$ cat src/hdl/mec_pkg.sv
package mec_pkg;

   // Image and number-format limits
   localparam int MAX_WIDTH     = 1024;
   localparam int MAX_HEIGHT    = 1024;
   localparam int FRACTION_BITS = 27;

   // Escape threshold: 4.0 squared-magnitude in the product format
   localparam int          ESC_SHIFT  = 2 * FRACTION_BITS + 2;
   localparam bit          CAN_ESCAPE = (ESC_SHIFT < 64);
   localparam logic [63:0] ESC_THRESH = CAN_ESCAPE ? (64'd1 << ESC_SHIFT) : 64'd0;

   // Front-to-back job queue depth
   localparam int JOB_DEPTH = 4;
   localparam int JOB_PTR_W = $clog2(JOB_DEPTH);

   // Register indexes
   localparam logic [2:0] REG_ORIGIN_REAL     = 3'd0;
   localparam logic [2:0] REG_ORIGIN_IMAG     = 3'd1;
   localparam logic [2:0] REG_STEP_REAL       = 3'd2;
   localparam logic [2:0] REG_STEP_IMAG       = 3'd3;
   localparam logic [2:0] REG_IMAGE_WIDTH     = 3'd4;
   localparam logic [2:0] REG_IMAGE_HEIGHT    = 3'd5;
   localparam logic [2:0] REG_ITERATION_LIMIT = 3'd6;

   typedef struct packed {
      logic [9:0] pixel_column;
      logic [9:0] pixel_row;
   } req_type;

   typedef struct packed {
      logic [15:0] escape_count;
      logic [19:0] pixel_index;
      logic        outside_image;
   } rsp_type;

   typedef struct packed {
      logic signed [31:0] origin_real;
      logic signed [31:0] origin_imag;
      logic signed [31:0] step_real;
      logic signed [31:0] step_imag;
      logic [10:0]        image_width;
      logic [10:0]        image_height;
      logic [15:0]        iteration_limit;
   } cfg_type;

   // Classified pixel handed from the front to the iteration engine
   typedef struct packed {
      logic               outside;
      logic signed [31:0] c_real;
      logic signed [31:0] c_imag;
      logic [19:0]        index;
   } job_type;

   // Clamp a wide signed value to the signed 32-bit range
   function automatic logic signed [31:0] sat32(input logic signed [63:0] v);
      logic signed [31:0] r;
      if (v > 64'sh0000_0000_7FFF_FFFF) begin
         r = 32'sh7FFF_FFFF;
      end else if (v < -64'sh0000_0000_8000_0000) begin
         r = 32'sh8000_0000;
      end else begin
         r = v[31:0];
      end
      return r;
   endfunction

endpackage

$ cat src/hdl/mec_queue.sv
module mec_queue (
   input  logic             clock,
   input  logic             reset,
   input  logic             push,
   output logic             full,
   input  mec_pkg::job_type push_data,
   input  logic             pop,
   output logic             empty,
   output mec_pkg::job_type head
);
   import mec_pkg::*;

   job_type                entry_ff [JOB_DEPTH];
   logic [JOB_PTR_W-1:0]   wr_ptr_ff, wr_ptr_in;
   logic [JOB_PTR_W-1:0]   rd_ptr_ff, rd_ptr_in;
   logic [JOB_PTR_W:0]     count_ff, count_in;
   logic                   do_wr, do_rd;

   assign full  = (count_ff == (JOB_PTR_W + 1)'(JOB_DEPTH));
   assign empty = (count_ff == '0);
   assign head  = entry_ff[rd_ptr_ff];
   assign do_wr = push && !full;
   assign do_rd = pop && !empty;

   // Advance pointers and occupancy
   always_comb begin
      wr_ptr_in = wr_ptr_ff;
      rd_ptr_in = rd_ptr_ff;
      count_in  = count_ff;
      if (do_wr) begin
         wr_ptr_in = (wr_ptr_ff == JOB_PTR_W'(JOB_DEPTH - 1)) ? '0 : wr_ptr_ff + 1'b1;
      end
      if (do_rd) begin
         rd_ptr_in = (rd_ptr_ff == JOB_PTR_W'(JOB_DEPTH - 1)) ? '0 : rd_ptr_ff + 1'b1;
      end
      if (do_wr && !do_rd) begin
         count_in = count_ff + 1'b1;
      end else if (do_rd && !do_wr) begin
         count_in = count_ff - 1'b1;
      end
   end

   always_ff @(posedge clock) begin
      if (reset) begin
         wr_ptr_ff <= '0;
         rd_ptr_ff <= '0;
         count_ff  <= '0;
      end else begin
         wr_ptr_ff <= wr_ptr_in;
         rd_ptr_ff <= rd_ptr_in;
         count_ff  <= count_in;
      end
   end

   always_ff @(posedge clock) begin
      if (do_wr) begin
         entry_ff[wr_ptr_ff] <= push_data;
      end
   end

endmodule

$ cat config.mk
export PLATFORM = sky130hd
export DESIGN_NAME = mec_queue
export DESIGN_NICKNAME = d
export VERILOG_FILES = /design/src/hdl/mec_pkg.sv /design/src/hdl/mec_queue.sv
export SDC_FILE = /design/constraint.sdc
export NUM_CORES = 1
export LEC_CHECK = 0
export BUFFER_PORTS_ARGS = -buffer_cell sky130_fd_sc_hd__buf_4
export CORE_MARGIN = 4
export CORE_UTILIZATION = 50
export CTS_BUF_LIST = sky130_fd_sc_hd__clkbuf_16
export DETAILED_ROUTE_END_ITERATION = 8
export PLACE_DENSITY = 0.74
export SLEW_MARGIN = 15
export SYNTH_ARGS = -nofsm -noshare
export SYNTH_HDL_FRONTEND = slang
export SYNTH_SLANG_ARGS = --single-unit
$ cat constraint.sdc
create_clock -name clock -period 3.3 [get_ports clock]
set_input_delay 0.33 -clock clock [delete_from_list [all_inputs] [get_ports clock]]
set_output_delay 0.33 -clock clock [all_outputs]
set_load 0.05 [all_outputs]
==> flow_summary.toml <==
[yosys]
synth_top_area_cell = "edfxtp_1"
synth-seq-cells = 349
syn_area_sq_um = 12800
syn_inst = 494
avgSynthCellArea_sq_um = 25.9
synth_edf_count = 340
syn-num-nets = 590
synth_top_area_share = 0.798
synth_common_cells = "edfxtp_1, mux4_2, dfxtp_1, buf_2"
ys_seq_area_frac = 0.812
yosysMostFrequentCell = "edfxtp_1"
synth_ff_type = "edfxtp_1"
yosysWarnings = 0
yosysUniqueCellTypes = 26
yosys-top-cells-area = "edfxtp_1, mux4_2, dfxtp_1"
async_reset_ff_frac = 0

[worst_setup_path]
cp_max_fo = 35
critPathCapture = "head[16]"
cp_num_buf_inv = 2
r2r_start = "count_ff[0]"
cp_top_family = "flip-flops"
worstSetupEndpointType = "primary output"
worstPathArrival_ns = 2.41
rr_worst_depth = 9
rrSetupSlack_ns = 0.93
worstSetupPathType = "reg -> out"
path_cells = "buf_12, mux4_2, buf_4"
startpoint_type = "flip-flop"
cp_num_cells = 3
critical_path_required_ns = 2.97
max_stage_delay_ns = 0.71
cp_slowest_cell = "dfxtp_4"
worstReg2RegEnd = "count_ff[2]"

[timing]
skew_ns = 0.00912
final-setup-viol-count = 0
drv_slew = 0
worst_slew_pin_slew_ns = 0.582
finalHoldViolCount = 0
slew_headroom = 0.612
rsz0062_at_grt = "no"
finalCriticalPeriod_ns = 2.74
fmax_mhz = 365
fin_setup_tns_ns = 0
setup_ws_ns = 0.563
period_share = 0.829

[cts]
worstSkewPairLatency_ns = 0.50
cts_root_buf = "clkbuf_16"
clkTransAtPathRegs_ns = 0.06
htree_levels = 2
cts_buffers = 36
cts_buffer_depth = 3
cts_repair_resize_count = 0
cts_tree = "yes"
postCtsSetupBuffers = 0
clock_sinks = 349

[place]
portBuffers = 175
dp_slack_ns = 0.948
hpwl_mm = 14.3
gp_congestion = 0.732

[layout]
synthToLayoutAreaGrowth_pct = 22.2
drive_above_1_share = 0.447
antennaDiodeCount = 0
fill_cells = 1723
fin_nets = 793

[detailed_routing]
routed_wirelength_mm = 24.0
post-route-drc-count = 0
drtIter0Drc = 505
ant_nets = 0
via_count = 5766
firstDrtPassIters = 4
wl_per_cell_microns = 22.7
vias_per_cell = 5.47

[pwr]
ir_drop_mv = 0.577
p_sw_mw = 4.29
pwr-share-comb = 0.297
seqPwrFrac = 0.420
pwr-share-clk = 0.283
power.density_nw_per_um2 = 848
leakagePower_nw = 5.28
p_int_mw = 8.96
p_sw_frac = 0.324

[global_route]
met3_usage = 0.0456
gr-usage-met2 = 0.287
grt_max_degree = 60
grt_util_met1 = 0.225
grt_antenna_before_repair = 1
grt_first_pass_wirelength_mm = 36.8
overflow = 0
grt_pass1_vias = 6338
grt_usage = 0.169
top_usage_layer = "met2"

[floorplan]
die_w_microns = 168
start_util = 0.508
rows = 58
die_area_sq_um = 28200
core_area_sq_um = 25200
io_pins = 176
fp.dieH_microns = 168

[run]
drv_cap = 0

[worst_hold_path]
min_path_type = "in -> reg"

[run_status]
status = "complete, no violations"
-- stage by stage --
stage	utilization	hold WS, ns	instance area [sq um]	cells	power [mW]
2_1_floorplan	-	0.429	12800	494	8.56
3_3_place_gp	0.575	0.482	14500	986	9.58
3_5_place_dp	0.575	0.511	14500	986	9.66
4_1_cts	0.620	0.00151	15600	1052	13.4
5_1_grt	0.621	0.00266	15600	1055	13.8
6_report	0.621	0.0242	15600	1055	13.3
-- worst register-to-register path, cell delays in order (launching register included) --
cell and delay [ns]:
dfxtp_1 0.43, or3b_1 0.30, inv_2 0.08, nor2_1 0.18, ha_1 0.23, inv_1 0.09
fa_1 0.38, xor2_1 0.17, or3_1 0.31, a21oi_1 0.15
-- what timing repair did --
item,in CTS,in global routing
hold buffers,0,3
endpoints found under the setup margin,0,0
endpoints found under the hold margin,0,8
-- placed cells by master (no fill, tap or decap), types with 4 or more instances in the layout --
cell type  instances
and3_4             4
buf_12             7
buf_4            176
clkbuf_16         37
clkinv_1           8
clkinv_2           4
dfxtp_1            7
edfxtp_1         340
ha_1               6
inv_1             14
mux4_2            85
nor2_1             4
-- cells by family (layout without fill, tap and decap cells) --
group           Yosys count  after routing  share of synthesized area
fa+ha+maj                 7              7                    0.00743
flops                   349            349                      0.812
simple gates             16             16                    0.00665
compound gates            7              7                    0.00352
xor+xnor                  2              2                    0.00137
buf+inv                  26            257                     0.0174
mux                      87             87                      0.151
-- state kept, by name (all words and copies together) (netlist names), named ones only --
signal,count
wr_ptr_ff,2
entry_ff,340
rd_ptr_ff,2
count_ff,3
-- routing by layer --
layer | vias to the layer above | share of wire
met5 | - | 0.00054
met4 | 2 | 0.013
met3 | 27 | 0.075
met2 | 209 | 0.52
met1 | 2999 | 0.39
li1 | 2529 | -
-- how the worst min path moves through the flow --
stage	start	end	slack [ns]	cells after the start
3_3_place_gp	rd_ptr_ff[0]	flip-flop	0.48	2
3_5_place_dp	rd_ptr_ff[0]	flip-flop	0.51	2
2_1_floorplan	push_data[0]	entry_ff[0][0]	0.43	0
5_1_grt	push_data[32]	entry_ff[1][32]	0.003	1
4_1_cts	push_data[12]	entry_ff[0][12]	0.002	1
6_report	push_data[13]	entry_ff[2][13]	0.02	1
-- power by group through the flow --
stage	logic [mW]	registers [mW]	clock network (mW)
global route	4.13	5.62	4.06
detailed placement	3.99	5.67	0
CTS	4.00	5.58	3.84
global placement	3.94	5.64	0
floorplan	3.00	5.56	0
finish	3.94	5.57	3.75
-- layout make-up --
class                   count  area, sq um  share of cell area
clock inverters            29          189              0.0121
clock buffers              37          926              0.0592
multi-input cells         119         2200               0.141
inverters                   5         18.8             0.00120
repair buffers            186         1490              0.0954
flip-flops and latches    349        10400               0.665
well taps                 330          413              0.0264
Power figures use the tool's default switching activity.
