<file path="src/hdl/mec_pkg.sv">
package mec_pkg;

   // Image and number-format limits
   localparam int MAX_WIDTH     = 1024;
   localparam int MAX_HEIGHT    = 1024;
   localparam int FRACTION_BITS = 27;

   // Escape threshold: 4.0 squared-magnitude in the product format
   localparam int          ESC_SHIFT  = 2 * FRACTION_BITS + 2;
   localparam bit          CAN_ESCAPE = (ESC_SHIFT < 64);
   localparam logic [63:0] ESC_THRESH = CAN_ESCAPE ? (64'd1 << ESC_SHIFT) : 64'd0;

   // Front-to-back job queue depth
   localparam int JOB_DEPTH = 4;
   localparam int JOB_PTR_W = $clog2(JOB_DEPTH);

   // Register indexes
   localparam logic [2:0] REG_ORIGIN_REAL     = 3'd0;
   localparam logic [2:0] REG_ORIGIN_IMAG     = 3'd1;
   localparam logic [2:0] REG_STEP_REAL       = 3'd2;
   localparam logic [2:0] REG_STEP_IMAG       = 3'd3;
   localparam logic [2:0] REG_IMAGE_WIDTH     = 3'd4;
   localparam logic [2:0] REG_IMAGE_HEIGHT    = 3'd5;
   localparam logic [2:0] REG_ITERATION_LIMIT = 3'd6;

   typedef struct packed {
      logic [9:0] pixel_column;
      logic [9:0] pixel_row;
   } req_type;

   typedef struct packed {
      logic [15:0] escape_count;
      logic [19:0] pixel_index;
      logic        outside_image;
   } rsp_type;

   typedef struct packed {
      logic signed [31:0] origin_real;
      logic signed [31:0] origin_imag;
      logic signed [31:0] step_real;
      logic signed [31:0] step_imag;
      logic [10:0]        image_width;
      logic [10:0]        image_height;
      logic [15:0]        iteration_limit;
   } cfg_type;

   // Classified pixel handed from the front to the iteration engine
   typedef struct packed {
      logic               outside;
      logic signed [31:0] c_real;
      logic signed [31:0] c_imag;
      logic [19:0]        index;
   } job_type;

   // Clamp a wide signed value to the signed 32-bit range
   function automatic logic signed [31:0] sat32(input logic signed [63:0] v);
      logic signed [31:0] r;
      if (v > 64'sh0000_0000_7FFF_FFFF) begin
         r = 32'sh7FFF_FFFF;
      end else if (v < -64'sh0000_0000_8000_0000) begin
         r = 32'sh8000_0000;
      end else begin
         r = v[31:0];
      end
      return r;
   endfunction

endpackage

</file>
<file path="src/hdl/mec_front.sv">
module mec_front (
   input  logic             clock,
   input  logic             reset,
   input  mec_pkg::cfg_type cfg,
   input  logic             req_push,
   output logic             req_full,
   input  mec_pkg::req_type req_data,
   output logic             job_push,
   input  logic             job_full,
   output mec_pkg::job_type job_data
);
   import mec_pkg::*;

   logic               valid_ff, valid_in;
   logic               outside_ff;
   logic signed [42:0] prod_re_ff, prod_im_ff;
   logic [19:0]        index_ff;
   logic [10:0]        eff_w, eff_h;
   logic               accept;
   logic [21:0]        index_full;

   // Clamp the configured size to the supported maximum
   assign eff_w = (int'(cfg.image_width) > MAX_WIDTH) ? 11'(MAX_WIDTH) : cfg.image_width;
   assign eff_h = (int'(cfg.image_height) > MAX_HEIGHT) ? 11'(MAX_HEIGHT) : cfg.image_height;

   assign index_full = 22'({1'b0, req_data.pixel_row} * eff_w) + 22'(req_data.pixel_column);

   // Hold the stage while the job queue is full
   assign job_push = valid_ff && !job_full;
   assign req_full = valid_ff && job_full;
   assign accept   = req_push && !req_full;

   always_comb begin
      valid_in = valid_ff;
      if (accept) begin
         valid_in = 1'b1;
      end else if (job_push) begin
         valid_in = 1'b0;
      end
   end

   always_ff @(posedge clock) begin
      if (reset) begin
         valid_ff <= 1'b0;
      end else begin
         valid_ff <= valid_in;
      end
   end

   // Classify the pixel and form the step products
   always_ff @(posedge clock) begin
      if (accept) begin
         outside_ff <= ({1'b0, req_data.pixel_column} >= eff_w)
                    || ({1'b0, req_data.pixel_row} >= eff_h);
         prod_re_ff <= $signed({1'b0, req_data.pixel_column}) * cfg.step_real;
         prod_im_ff <= $signed({1'b0, req_data.pixel_row}) * cfg.step_imag;
         index_ff   <= index_full[19:0];
      end
   end

   // Add the origin and saturate into the queued job
   always_comb begin
      job_data.outside = outside_ff;
      job_data.c_real  = sat32(64'(cfg.origin_real) + 64'(prod_re_ff));
      job_data.c_imag  = sat32(64'(cfg.origin_imag) + 64'(prod_im_ff));
      job_data.index   = index_ff;
   end

endmodule

</file>
<file path="config.mk">
export PLATFORM = sky130hd
export DESIGN_NAME = mec_front
export DESIGN_NICKNAME = d
export VERILOG_FILES = /design/src/hdl/mec_pkg.sv /design/src/hdl/mec_front.sv
export SDC_FILE = /design/constraint.sdc
export NUM_CORES = 2
export LEC_CHECK = 0
export BUFFER_PORTS_ARGS = -buffer_cell sky130_fd_sc_hd__buf_2
export CORE_UTILIZATION = 45
export CTS_CLUSTER_SIZE = 16
export DETAILED_ROUTE_END_ITERATION = 12
export GPL_TIMING_DRIVEN = 0
export PLACE_DENSITY_LB_ADDON = 0.08
export SLEW_MARGIN = 20
export SYNTH_ARGS = -nofsm -noshare
export SYNTH_HDL_FRONTEND = slang
export SYNTH_SLANG_ARGS = --single-unit
</file>
<file path="constraint.sdc">
create_clock -name clock -period 7.62 [get_ports clock]
set_input_delay 0 -clock clock [delete_from_list [all_inputs] [get_ports clock]]
set_output_delay 0 -clock clock [all_outputs]
set_load 0.01 [all_outputs]
</file>
==> metrics.cfg <==
[die]
fp.dieArea_um2 = 78700
placementRows = 101
core_area_um2 = 76300
initial_utilization_pct = 45.8
die_height_um = 281
io_pins = 277
die_w_um = 281

[route]
vias = 27100
routedWlPerCell_um = 18.2
totalWireLength_mm = 94.9
drtAntennaViolNets = 0
remaining_drc_errors = 0
firstDrtPassIters = 6
drt_iter0_markers = 1528
vias_per_cell = 5.19

[final_layout]
final_common_cell = inv_1
design_area_um2 = 37600
fillers = 7676
layout.cells.non_filler = 5214
final_util_pct = 49.3
syn_to_final_growth_pct = 7.70
drive_gt1_share_pct = 6.77
finalNetCount = 5344
final_cell_mix = inv_1 (737), fa_1 (627), nand2_1 (540), ha_1 (349), and2_1 (315)

[critical_path]
cp-start-kind = input pin
max_stage_delay_ns = 0.63
cp_data_required_time_ns = 7.72
r2r_start = valid_ff$_SDFFE_PP0P_
r2r_slack_ns = 5.81
cp_top_family = adder cells
rr_endpoint = prod_re_ff[39]$_DFFE_PP_
rr_worst_depth = 4
crit_buf_inv = 4
cp_slowest_cell = clkbuf_1
end_kind = flop
crit_type = in -> reg
arrival_ns = 7.38
cpMostUsedCell = fa_1
crit_fanout = 10
path_cells = buf_2 > clkbuf_1 > clkbuf_1 > nand2_1 > fa_1 > fa_1 > fa_1 > inv_1 > fa_1 > fa_1 > ha_1 > a2111oi_0 > o21ai_0 > a31oi_1 > nor4_1 > o21ai_1 > a31oi_1 > a31o_2 > a311oi_1 > nor2_1 > nor3_1

[timing]
post-route-min-period_ns = 7.28
setup_viol = 0
timing.slew.headroom_pct = 32.5
maxSlewViolCount = 0
skew_ns = 0.0157
hold-worst-slack_ns = 0.0561
rsz0062_at_grt = no
finalCritPeriodShare_pct = 95.5
max_freq_ghz = 0.137
worst_slew_pin_slew_ns = 1.00
hold_violations = 0
fin_ws_ns = 0.341

[logic_synthesis]
synth_top_area_cell = fa_1
ys.flop_type = edfxtp_1
synth_edf_count = 107
postSynthAreaPerCell_um2 = 8.81
synth-seq-area-share_pct = 9.26
synth.top_cell.area_share_pct = 35.9
syn_inst = 3963
yosysWarnings = 0
async_flop_share_pct = 0
ys_ff_latch = 108
ys_types = 81
syn_nets = 5129
synth_area_leaders = fa_1 (36%), ha_1 (13%), edfxtp_1 (9.2%)
syn-cell-area_um2 = 34900

[grt]
grt_start_max_net_pins = 29
antenna_found_initial = 12
first_global_vias = 27300
grt-ovfl-total = 0
grt_use_total_pct = 24.9
grt_pass1_wl_mm = 151

[clock_network]
cts_buffer_depth = 2
clock_sinks = 108
clock_latency_ns = 0.41
post_cts_resized = 0
hold_buffers = 2
h-tree-depth = 3
cts_buffers = 9
post_cts.repair.setup_buffers = 0
path_clk_slew_ns = 0.09
cts_root_buf = clkbuf_16
cts_tree = done

[placement]
portBuffers = 198
dpl_cell_area_um2 = 37300
hpwlAfterDp_mm = 81.0
place_inst = 5195
dp_slack_ns = 0.133
place_congestion = 0.906

[worst_hold_path]
hp-start = cfg[70]
hp-class = in -> reg
holdPathEnd = prod_re_ff[0]$_DFFE_PP_
hold-path-cell-count = 2

[power_and_ir_drop]
peakVddDrop_mv = 0.276
internal_power_mw = 7.63
power_density_nw_per_um2 = 431
switching_share_pct = 53.0
net-switching-power_mw = 8.59
p_leak_nw = 17.8
p_clk_share_pct = 3.2
combPwrFrac_pct = 86.7
pwr-share-seq_pct = 10.1

[job]
cap_violations = 0

[outcome]
status = completed

-- synth_stat cells (10+ instances only) --
| library cell | n |
|---|---|
| a21o_1 | 94 |
| and2_1 | 315 |
| o21a_1 | 24 |
| and3_1 | 14 |
| o21ai_2 | 30 |
| nor2_1 | 82 |
| xnor2_1 | 103 |
| nand4_1 | 28 |
| o21ai_1 | 27 |
| nor3_1 | 39 |
| a21boi_0 | 11 |
| xor2_1 | 67 |
| a31o_2 | 10 |
| buf_1 | 10 |
| a211oi_1 | 23 |
| o21bai_1 | 23 |
| o21ai_0 | 94 |
| a21oi_1 | 160 |
| nand2b_1 | 34 |
| nand2_1 | 540 |
| edfxtp_1 | 107 |
| ha_1 | 349 |
| a31oi_1 | 25 |
| fa_1 | 627 |
| clkbuf_1 | 179 |
| nor2b_1 | 42 |
| nand3_1 | 35 |
| inv_1 | 737 |
-- worst max-delay path by stage --
stage	start	endpoint	depth (start not counted)	slack [ns]
6_report	req_data[2]	prod_im_ff[42]$_DFFE_PP_	21	0.34
5_1_grt	req_data[2]	prod_im_ff[42]$_DFFE_PP_	21	0.02
4_1_cts	req_data[2]	prod_im_ff[42]$_DFFE_PP_	21	0.53
3_5_place_dp	req_data[2]	prod_im_ff[42]$_DFFE_PP_	21	0.13
3_3_place_gp	valid_ff$_SDFFE_PP0P_	prod_im_ff[33]$_DFFE_PP_	2	-0.96
2_1_floorplan	valid_ff$_SDFFE_PP0P_	index_ff[0]$_DFFE_PP_	2	1.83
-- final cells by class --
type                            count  area [µm²]  share of cell area (%)
Tap cell                         1030        1290                    3.43
Clock inverter                      6        57.6                   0.153
Buffer                            198         795                    2.11
Clock buffer                       10         229                   0.609
Antenna cell                        1        2.50                 0.00665
Multi-Input combinational cell   2919       28100                    74.8
Inverter                          738        2770                    7.36
Sequential cell                   108        3230                    8.59
Timing Repair Buffer              204        1100                    2.92
-- power groups by stage --
stage,clock network [mW],logic [mW],registers [mW]
global route,0.544,16.1,1.67
finish,0.512,14.1,1.64
CTS,0.533,14.2,1.65
global placement,0,14.0,1.67
detailed placement,0,14.1,1.66
floorplan,0,10.7,1.61
-- state kept, by name, indices dropped and copies added, names as in the netlist --
name	cells
valid_ff	1
index_ff	20
prod_re_ff	43
prod_im_ff	43
outside_ff	1
-- through the flow --
| step | total power [mW] | setup TNS (ns) |
|---|---|---|
| after floorplan | 12.3 | 0 |
| after global placement | 15.7 | -101.22 |
| after detailed placement | 15.7 | 0 |
| after CTS | 16.3 | 0 |
| after global routing | 18.3 | 0 |
| final | 16.2 | 0 |
-- cells by family after synthesis --
logic type | after synthesis | share of synthesized area [%]
adders and majority gates | 976 | 48.4
DFF | 108 | 9.26
xor gates and xnor gates | 170 | 4.26
buffers and inverters | 936 | 10.2
AOI/OAI and AO/OA | 597 | 11.3
and+or+nand+nor | 1173 | 16.4
muxes | 3 | 0.0895
-- layer usage --
metal | share of wire [%] | global-route usage, % | vias up
met4 | 1.8 | 5.27 | 10
met2 | 44 | 38.3 | 576
met5 | 0.064 | 0 | -
li1 | - | - | 12900
met3 | 5.7 | 4.10 | 82
met1 | 49 | 36.8 | 13500
Note: power is estimated with default switching activity, not from simulation.
