`src/hdl/mec_pkg.sv`:
```
package mec_pkg;

   // Image and number-format limits
   localparam int MAX_WIDTH     = 1024;
   localparam int MAX_HEIGHT    = 1024;
   localparam int FRACTION_BITS = 27;

   // Escape threshold: 4.0 squared-magnitude in the product format
   localparam int          ESC_SHIFT  = 2 * FRACTION_BITS + 2;
   localparam bit          CAN_ESCAPE = (ESC_SHIFT < 64);
   localparam logic [63:0] ESC_THRESH = CAN_ESCAPE ? (64'd1 << ESC_SHIFT) : 64'd0;

   // Front-to-back job queue depth
   localparam int JOB_DEPTH = 4;
   localparam int JOB_PTR_W = $clog2(JOB_DEPTH);

   // Register indexes
   localparam logic [2:0] REG_ORIGIN_REAL     = 3'd0;
   localparam logic [2:0] REG_ORIGIN_IMAG     = 3'd1;
   localparam logic [2:0] REG_STEP_REAL       = 3'd2;
   localparam logic [2:0] REG_STEP_IMAG       = 3'd3;
   localparam logic [2:0] REG_IMAGE_WIDTH     = 3'd4;
   localparam logic [2:0] REG_IMAGE_HEIGHT    = 3'd5;
   localparam logic [2:0] REG_ITERATION_LIMIT = 3'd6;

   typedef struct packed {
      logic [9:0] pixel_column;
      logic [9:0] pixel_row;
   } req_type;

   typedef struct packed {
      logic [15:0] escape_count;
      logic [19:0] pixel_index;
      logic        outside_image;
   } rsp_type;

   typedef struct packed {
      logic signed [31:0] origin_real;
      logic signed [31:0] origin_imag;
      logic signed [31:0] step_real;
      logic signed [31:0] step_imag;
      logic [10:0]        image_width;
      logic [10:0]        image_height;
      logic [15:0]        iteration_limit;
   } cfg_type;

   // Classified pixel handed from the front to the iteration engine
   typedef struct packed {
      logic               outside;
      logic signed [31:0] c_real;
      logic signed [31:0] c_imag;
      logic [19:0]        index;
   } job_type;

   // Clamp a wide signed value to the signed 32-bit range
   function automatic logic signed [31:0] sat32(input logic signed [63:0] v);
      logic signed [31:0] r;
      if (v > 64'sh0000_0000_7FFF_FFFF) begin
         r = 32'sh7FFF_FFFF;
      end else if (v < -64'sh0000_0000_8000_0000) begin
         r = 32'sh8000_0000;
      end else begin
         r = v[31:0];
      end
      return r;
   endfunction

endpackage

```
`src/hdl/mec_csr.sv`:
```
module mec_csr (
   input  logic             clock,
   input  logic             reset,
   input  logic             csr_psel,
   input  logic             csr_penable,
   input  logic             csr_pwrite,
   input  logic [4:0]       csr_paddr,
   input  logic [31:0]      csr_pwdata,
   output logic [31:0]      csr_prdata,
   output logic             csr_pready,
   output mec_pkg::cfg_type cfg
);
   import mec_pkg::*;

   cfg_type    cfg_ff, cfg_in;
   logic [2:0] reg_sel;
   logic       wr_en;

   assign reg_sel    = csr_paddr[4:2];
   assign wr_en      = csr_psel && csr_penable && csr_pwrite;
   assign csr_pready = 1'b1;
   assign cfg        = cfg_ff;

   // Decode the write transaction
   always_comb begin
      cfg_in = cfg_ff;
      if (wr_en) begin
         case (reg_sel)
            REG_ORIGIN_REAL:     cfg_in.origin_real     = csr_pwdata;
            REG_ORIGIN_IMAG:     cfg_in.origin_imag     = csr_pwdata;
            REG_STEP_REAL:       cfg_in.step_real       = csr_pwdata;
            REG_STEP_IMAG:       cfg_in.step_imag       = csr_pwdata;
            REG_IMAGE_WIDTH:     cfg_in.image_width     = csr_pwdata[10:0];
            REG_IMAGE_HEIGHT:    cfg_in.image_height    = csr_pwdata[10:0];
            REG_ITERATION_LIMIT: cfg_in.iteration_limit = csr_pwdata[15:0];
            default:             cfg_in = cfg_ff;
         endcase
      end
   end

   always_ff @(posedge clock) begin
      if (reset) begin
         cfg_ff.origin_real     <= '0;
         cfg_ff.origin_imag     <= '0;
         cfg_ff.step_real       <= '0;
         cfg_ff.step_imag       <= '0;
         cfg_ff.image_width     <= 11'd1024;
         cfg_ff.image_height    <= 11'd1024;
         cfg_ff.iteration_limit <= 16'd256;
      end else begin
         cfg_ff <= cfg_in;
      end
   end

   // Read back the selected register
   always_comb begin
      case (reg_sel)
         REG_ORIGIN_REAL:     csr_prdata = cfg_ff.origin_real;
         REG_ORIGIN_IMAG:     csr_prdata = cfg_ff.origin_imag;
         REG_STEP_REAL:       csr_prdata = cfg_ff.step_real;
         REG_STEP_IMAG:       csr_prdata = cfg_ff.step_imag;
         REG_IMAGE_WIDTH:     csr_prdata = {21'd0, cfg_ff.image_width};
         REG_IMAGE_HEIGHT:    csr_prdata = {21'd0, cfg_ff.image_height};
         REG_ITERATION_LIMIT: csr_prdata = {16'd0, cfg_ff.iteration_limit};
         default:             csr_prdata = 32'd0;
      endcase
   end

endmodule

```
`config.mk`:
```
export PLATFORM = sky130hd
export DESIGN_NAME = mec_csr
export DESIGN_NICKNAME = d
export VERILOG_FILES = /design/src/hdl/mec_pkg.sv /design/src/hdl/mec_csr.sv
export SDC_FILE = /design/constraint.sdc
export NUM_CORES = 1
export LEC_CHECK = 0
export BUFFER_PORTS_ARGS = -buffer_cell sky130_fd_sc_hd__buf_2
export CORE_AREA = 2 2 120 122
export CTS_BUF_LIST = sky130_fd_sc_hd__clkbuf_8
export CTS_CLUSTER_SIZE = 25
export DETAILED_ROUTE_END_ITERATION = 12
export DIE_AREA = 0 0 122 124
export GPL_TIMING_DRIVEN = 0
export PLACE_DENSITY = 0.88
export RECOVER_POWER = 50
export SLEW_MARGIN = 20
export SYNTH_ARGS = -nofsm -noshare
export SYNTH_HDL_FRONTEND = slang
export SYNTH_SLANG_ARGS = --single-unit
```
`constraint.sdc`:
```
create_clock -name clock -period 2.8 [get_ports clock]
set_clock_uncertainty 0.15 [all_clocks]
set_input_delay 0.14 -clock clock [delete_from_list [all_inputs] [get_ports clock]]
set_output_delay 0.14 -clock clock [all_outputs]
set_load 0.01 [all_outputs]
```
==> results.sh <==
export IMPL_status="completed"
export IMPL_synth_edf_count=0
export IMPL_clk_pin_slew_ns=0.08
export IMPL_slew_headroom=0.2687
export IMPL_drt_iter0_drc=505
export IMPL_largest_reg_flops=166
export IMPL_synth_main_ff_cell="dfxtp_1"
export IMPL_placed_cell_area_um2=9306
export IMPL_crit_required_ns=2.51
export IMPL_ios=241
export IMPL_insertedDiodeCount=0
export IMPL_final_hold_violation_count=0
export IMPL_multi_input_area_um2=4258
export IMPL_regArea_um2=3323
export IMPL_setup_viol=0
export IMPL_drive_gt1_frac=0.2010
export IMPL_first_pass_iters=5
export IMPL_routed_wl_mm=25.41
export IMPL_track_usage=0.3328
export IMPL_wl_met1_mm=10.24
export IMPL_synthTopCellsByCount="mux2i_1 (195), nand2b_1 (195), dfxtp_1 (166)"
export IMPL_synth_net_count=777
export IMPL_grt_start_max_net_pins=17
export IMPL_synth_compound_area_frac=0.03638
export IMPL_die_y_um=124
export IMPL_hold_buffers=32
export IMPL_fillCellCount=1115
export IMPL_power_leakage_nw=4.800
export IMPL_min_from="csr_paddr[4]"
export IMPL_hpwl_mm=17.70
export IMPL_rsz0062_at_grt="no"
export IMPL_route_met3_wl_mm=2.108
export IMPL_rr_worst_depth=2
export IMPL_finish_utilization=0.7161
export IMPL_grt_first_pass_wirelength_mm=37.72
export IMPL_dieArea_um2=15130
export IMPL_vias_per_cell=5.615
export IMPL_fin_crit_ns=2.175
export IMPL_yosys_area_share_simple=0.1950
export IMPL_synth_seq_cells=166
export IMPL_ctsLongestPathBuffers=2
export IMPL_post_route_drc_count=0
export IMPL_ys_types=35
export IMPL_synthTopCellsByArea="dfxtp_1 (42%), mux2i_1 (25%), nand2b_1 (15%)"
export IMPL_coreArea_um2=13720
export IMPL_die_w_um=122
export IMPL_cts_buffers=17
export IMPL_power_total_mw=4.508
export IMPL_regToRegStartpoint="cfg[18]$_SDFFE_PP0P_"
export IMPL_startpoint_type="input pin"
export IMPL_worst_setup_path_type="input pin to primary output"
export IMPL_nNetsFinal=1062
export IMPL_port_buffers=234
export IMPL_ant_nets=0
export IMPL_maxCapViolCount=0
export IMPL_synth_top_area_frac=0.4201
export IMPL_top_layer_used="met4"
export IMPL_overflow=0
export IMPL_ys_seq_area_frac=0.4201
export IMPL_synthAdderAreaFrac=0
export IMPL_h_tree_depth=4
export IMPL_clockRootBuffer="clkbuf_8"
export IMPL_initial_utilization=0.5766
export IMPL_synth_area_leader_cell="dfxtp_1"
export IMPL_async_reset_ff_frac=0
export IMPL_ys_warn_count=0
export IMPL_cts_sinks=166
export IMPL_synthXorXnorAreaFrac=0
export IMPL_syn2layout_area_growth_pct=24.20
export IMPL_routed_wl_met2_mm=12.31
export IMPL_worst_pin_slew_ns=1.097
export IMPL_reg2reg_setup_slack_ns=1.91
export IMPL_slew_violations=0
export IMPL_cts_tree="yes"
export IMPL_gp_congestion=0.8115
export IMPL_cp_max_fo=10
export IMPL_final_area_um2=9824
export IMPL_hp_class="input pin to flip-flop"
export IMPL_post_cts_buffers=0
export IMPL_worstHoldEndpoint="cfg[3]$_SDFFE_PP0P_"
export IMPL_synth_top_family_by_area="multiplexers"
export IMPL_clk_latency_ns=0.45
export IMPL_timing_rr_end="cfg[18]$_SDFFE_PP0P_"
export IMPL_rows=43
export IMPL_synthCells=735
export IMPL_irDropWorstVdd_mv=0.2301
export IMPL_p_per_area_nw_per_um2=458.8
export IMPL_worst_ep_arrival_time_ns=1.89
export IMPL_routedWlPerCell_um=21.00
export IMPL_synth_mux_area_fraction=0.3070
export IMPL_endpoint_kind="primary output"
export IMPL_grt_pass1_vias=6822
export IMPL_vias=6794
export IMPL_fin_crit_sh=0.7769
export IMPL_antenna_found_initial=0
export IMPL_fmax_mhz=459.7
export IMPL_finalSetupTns_ns=0
export IMPL_syn_area_per_cell_um2=10.76
export IMPL_syn_area_um2=7910
export IMPL_min_path_cells=3
export IMPL_cts_resized=0
-- through the flow --
step                hold WS (ns)  setup WS, ns  instances
global placement          0.2598        0.7801       1149
floorplan                 0.1512         1.283        735
finish                    0.1219        0.6247       1210
global route              0.1311        0.5542       1210
CTS                       0.1039        0.8176       1210
detailed placement        0.2730        0.8200       1149
-- layer usage --
| layer | vias up | global-route usage |
|---|---|---|
| met3 | 68 | 0.08471 |
| li1 | 3089 | - |
| met1 | 3295 | 0.3984 |
| met4 | 0 | 0.1480 |
| met5 | - | 0 |
| met2 | 342 | 0.5660 |
-- how the worst max path moves through the flow --
stage / cells after the start / end / slack [ns] / startpoint
after detailed placement: 5 / csr_prdata[16] / 0.82 / csr_paddr[4]
after global routing: 7 / cfg[139]$_SDFFE_PP0P_ / 0.55 / csr_paddr[2]
after global placement: 5 / csr_prdata[19] / 0.78 / csr_paddr[4]
after floorplan: 4 / csr_prdata[21] / 1.28 / csr_paddr[3]
after CTS: 6 / csr_prdata[3] / 0.82 / csr_paddr[3]
final: 7 / csr_prdata[2] / 0.62 / csr_paddr[2]
-- area by class of cell --
type | count | share of cell area
Sequential cell | 166 | 0.3383
Clock buffer | 21 | 0.02942
Buffer | 59 | 0.02815
Tap cell | 180 | 0.02292
Timing Repair Buffer | 266 | 0.1392
Multi-Input combinational cell | 510 | 0.4334
Clock inverter | 8 | 0.008660
-- kinds of logic after synthesis --
group / count (synthesis)
AND/OR/NAND/NOR: 253
buffers and inverters: 59
other: 1
flip-flops: 166
AO/OA/AOI/OAI: 36
multiplexers: 220
-- power by group --
group          internal [mW]  switching (mW)
Sequential              2.38          0.0157
Combinational          0.183           0.236
Clock                  0.858           0.840
-- critical path: stages --
cell and delay (ns):
clkbuf_1 0.35, buf_2 0.37, buf_4 0.28, nor2_1 0.14, a22o_1 0.23, a31oi_1 0.20, buf_2 0.17
-- placed cells by master (no fill, tap or decap), types with 4 or more instances in the layout --
cell	instances
nand2b_1	195
a32oi_1	5
buf_2	143
mux2i_1	195
a31oi_1	4
nand2_1	15
inv_1	4
mux2_2	8
clkbuf_1	140
a2bb2oi_1	5
mux4_2	16
nor3_1	5
dfxtp_1	166
o211ai_1	5
or2_2	4
nor2_1	7
a21o_1	5
buf_4	8
a22o_1	4
dlygate4sd3_1	32
clkbuf_8	21
o2bb2ai_1	5
nor2b_1	19
No activity file was read; power rests on OpenSTA's default activity.
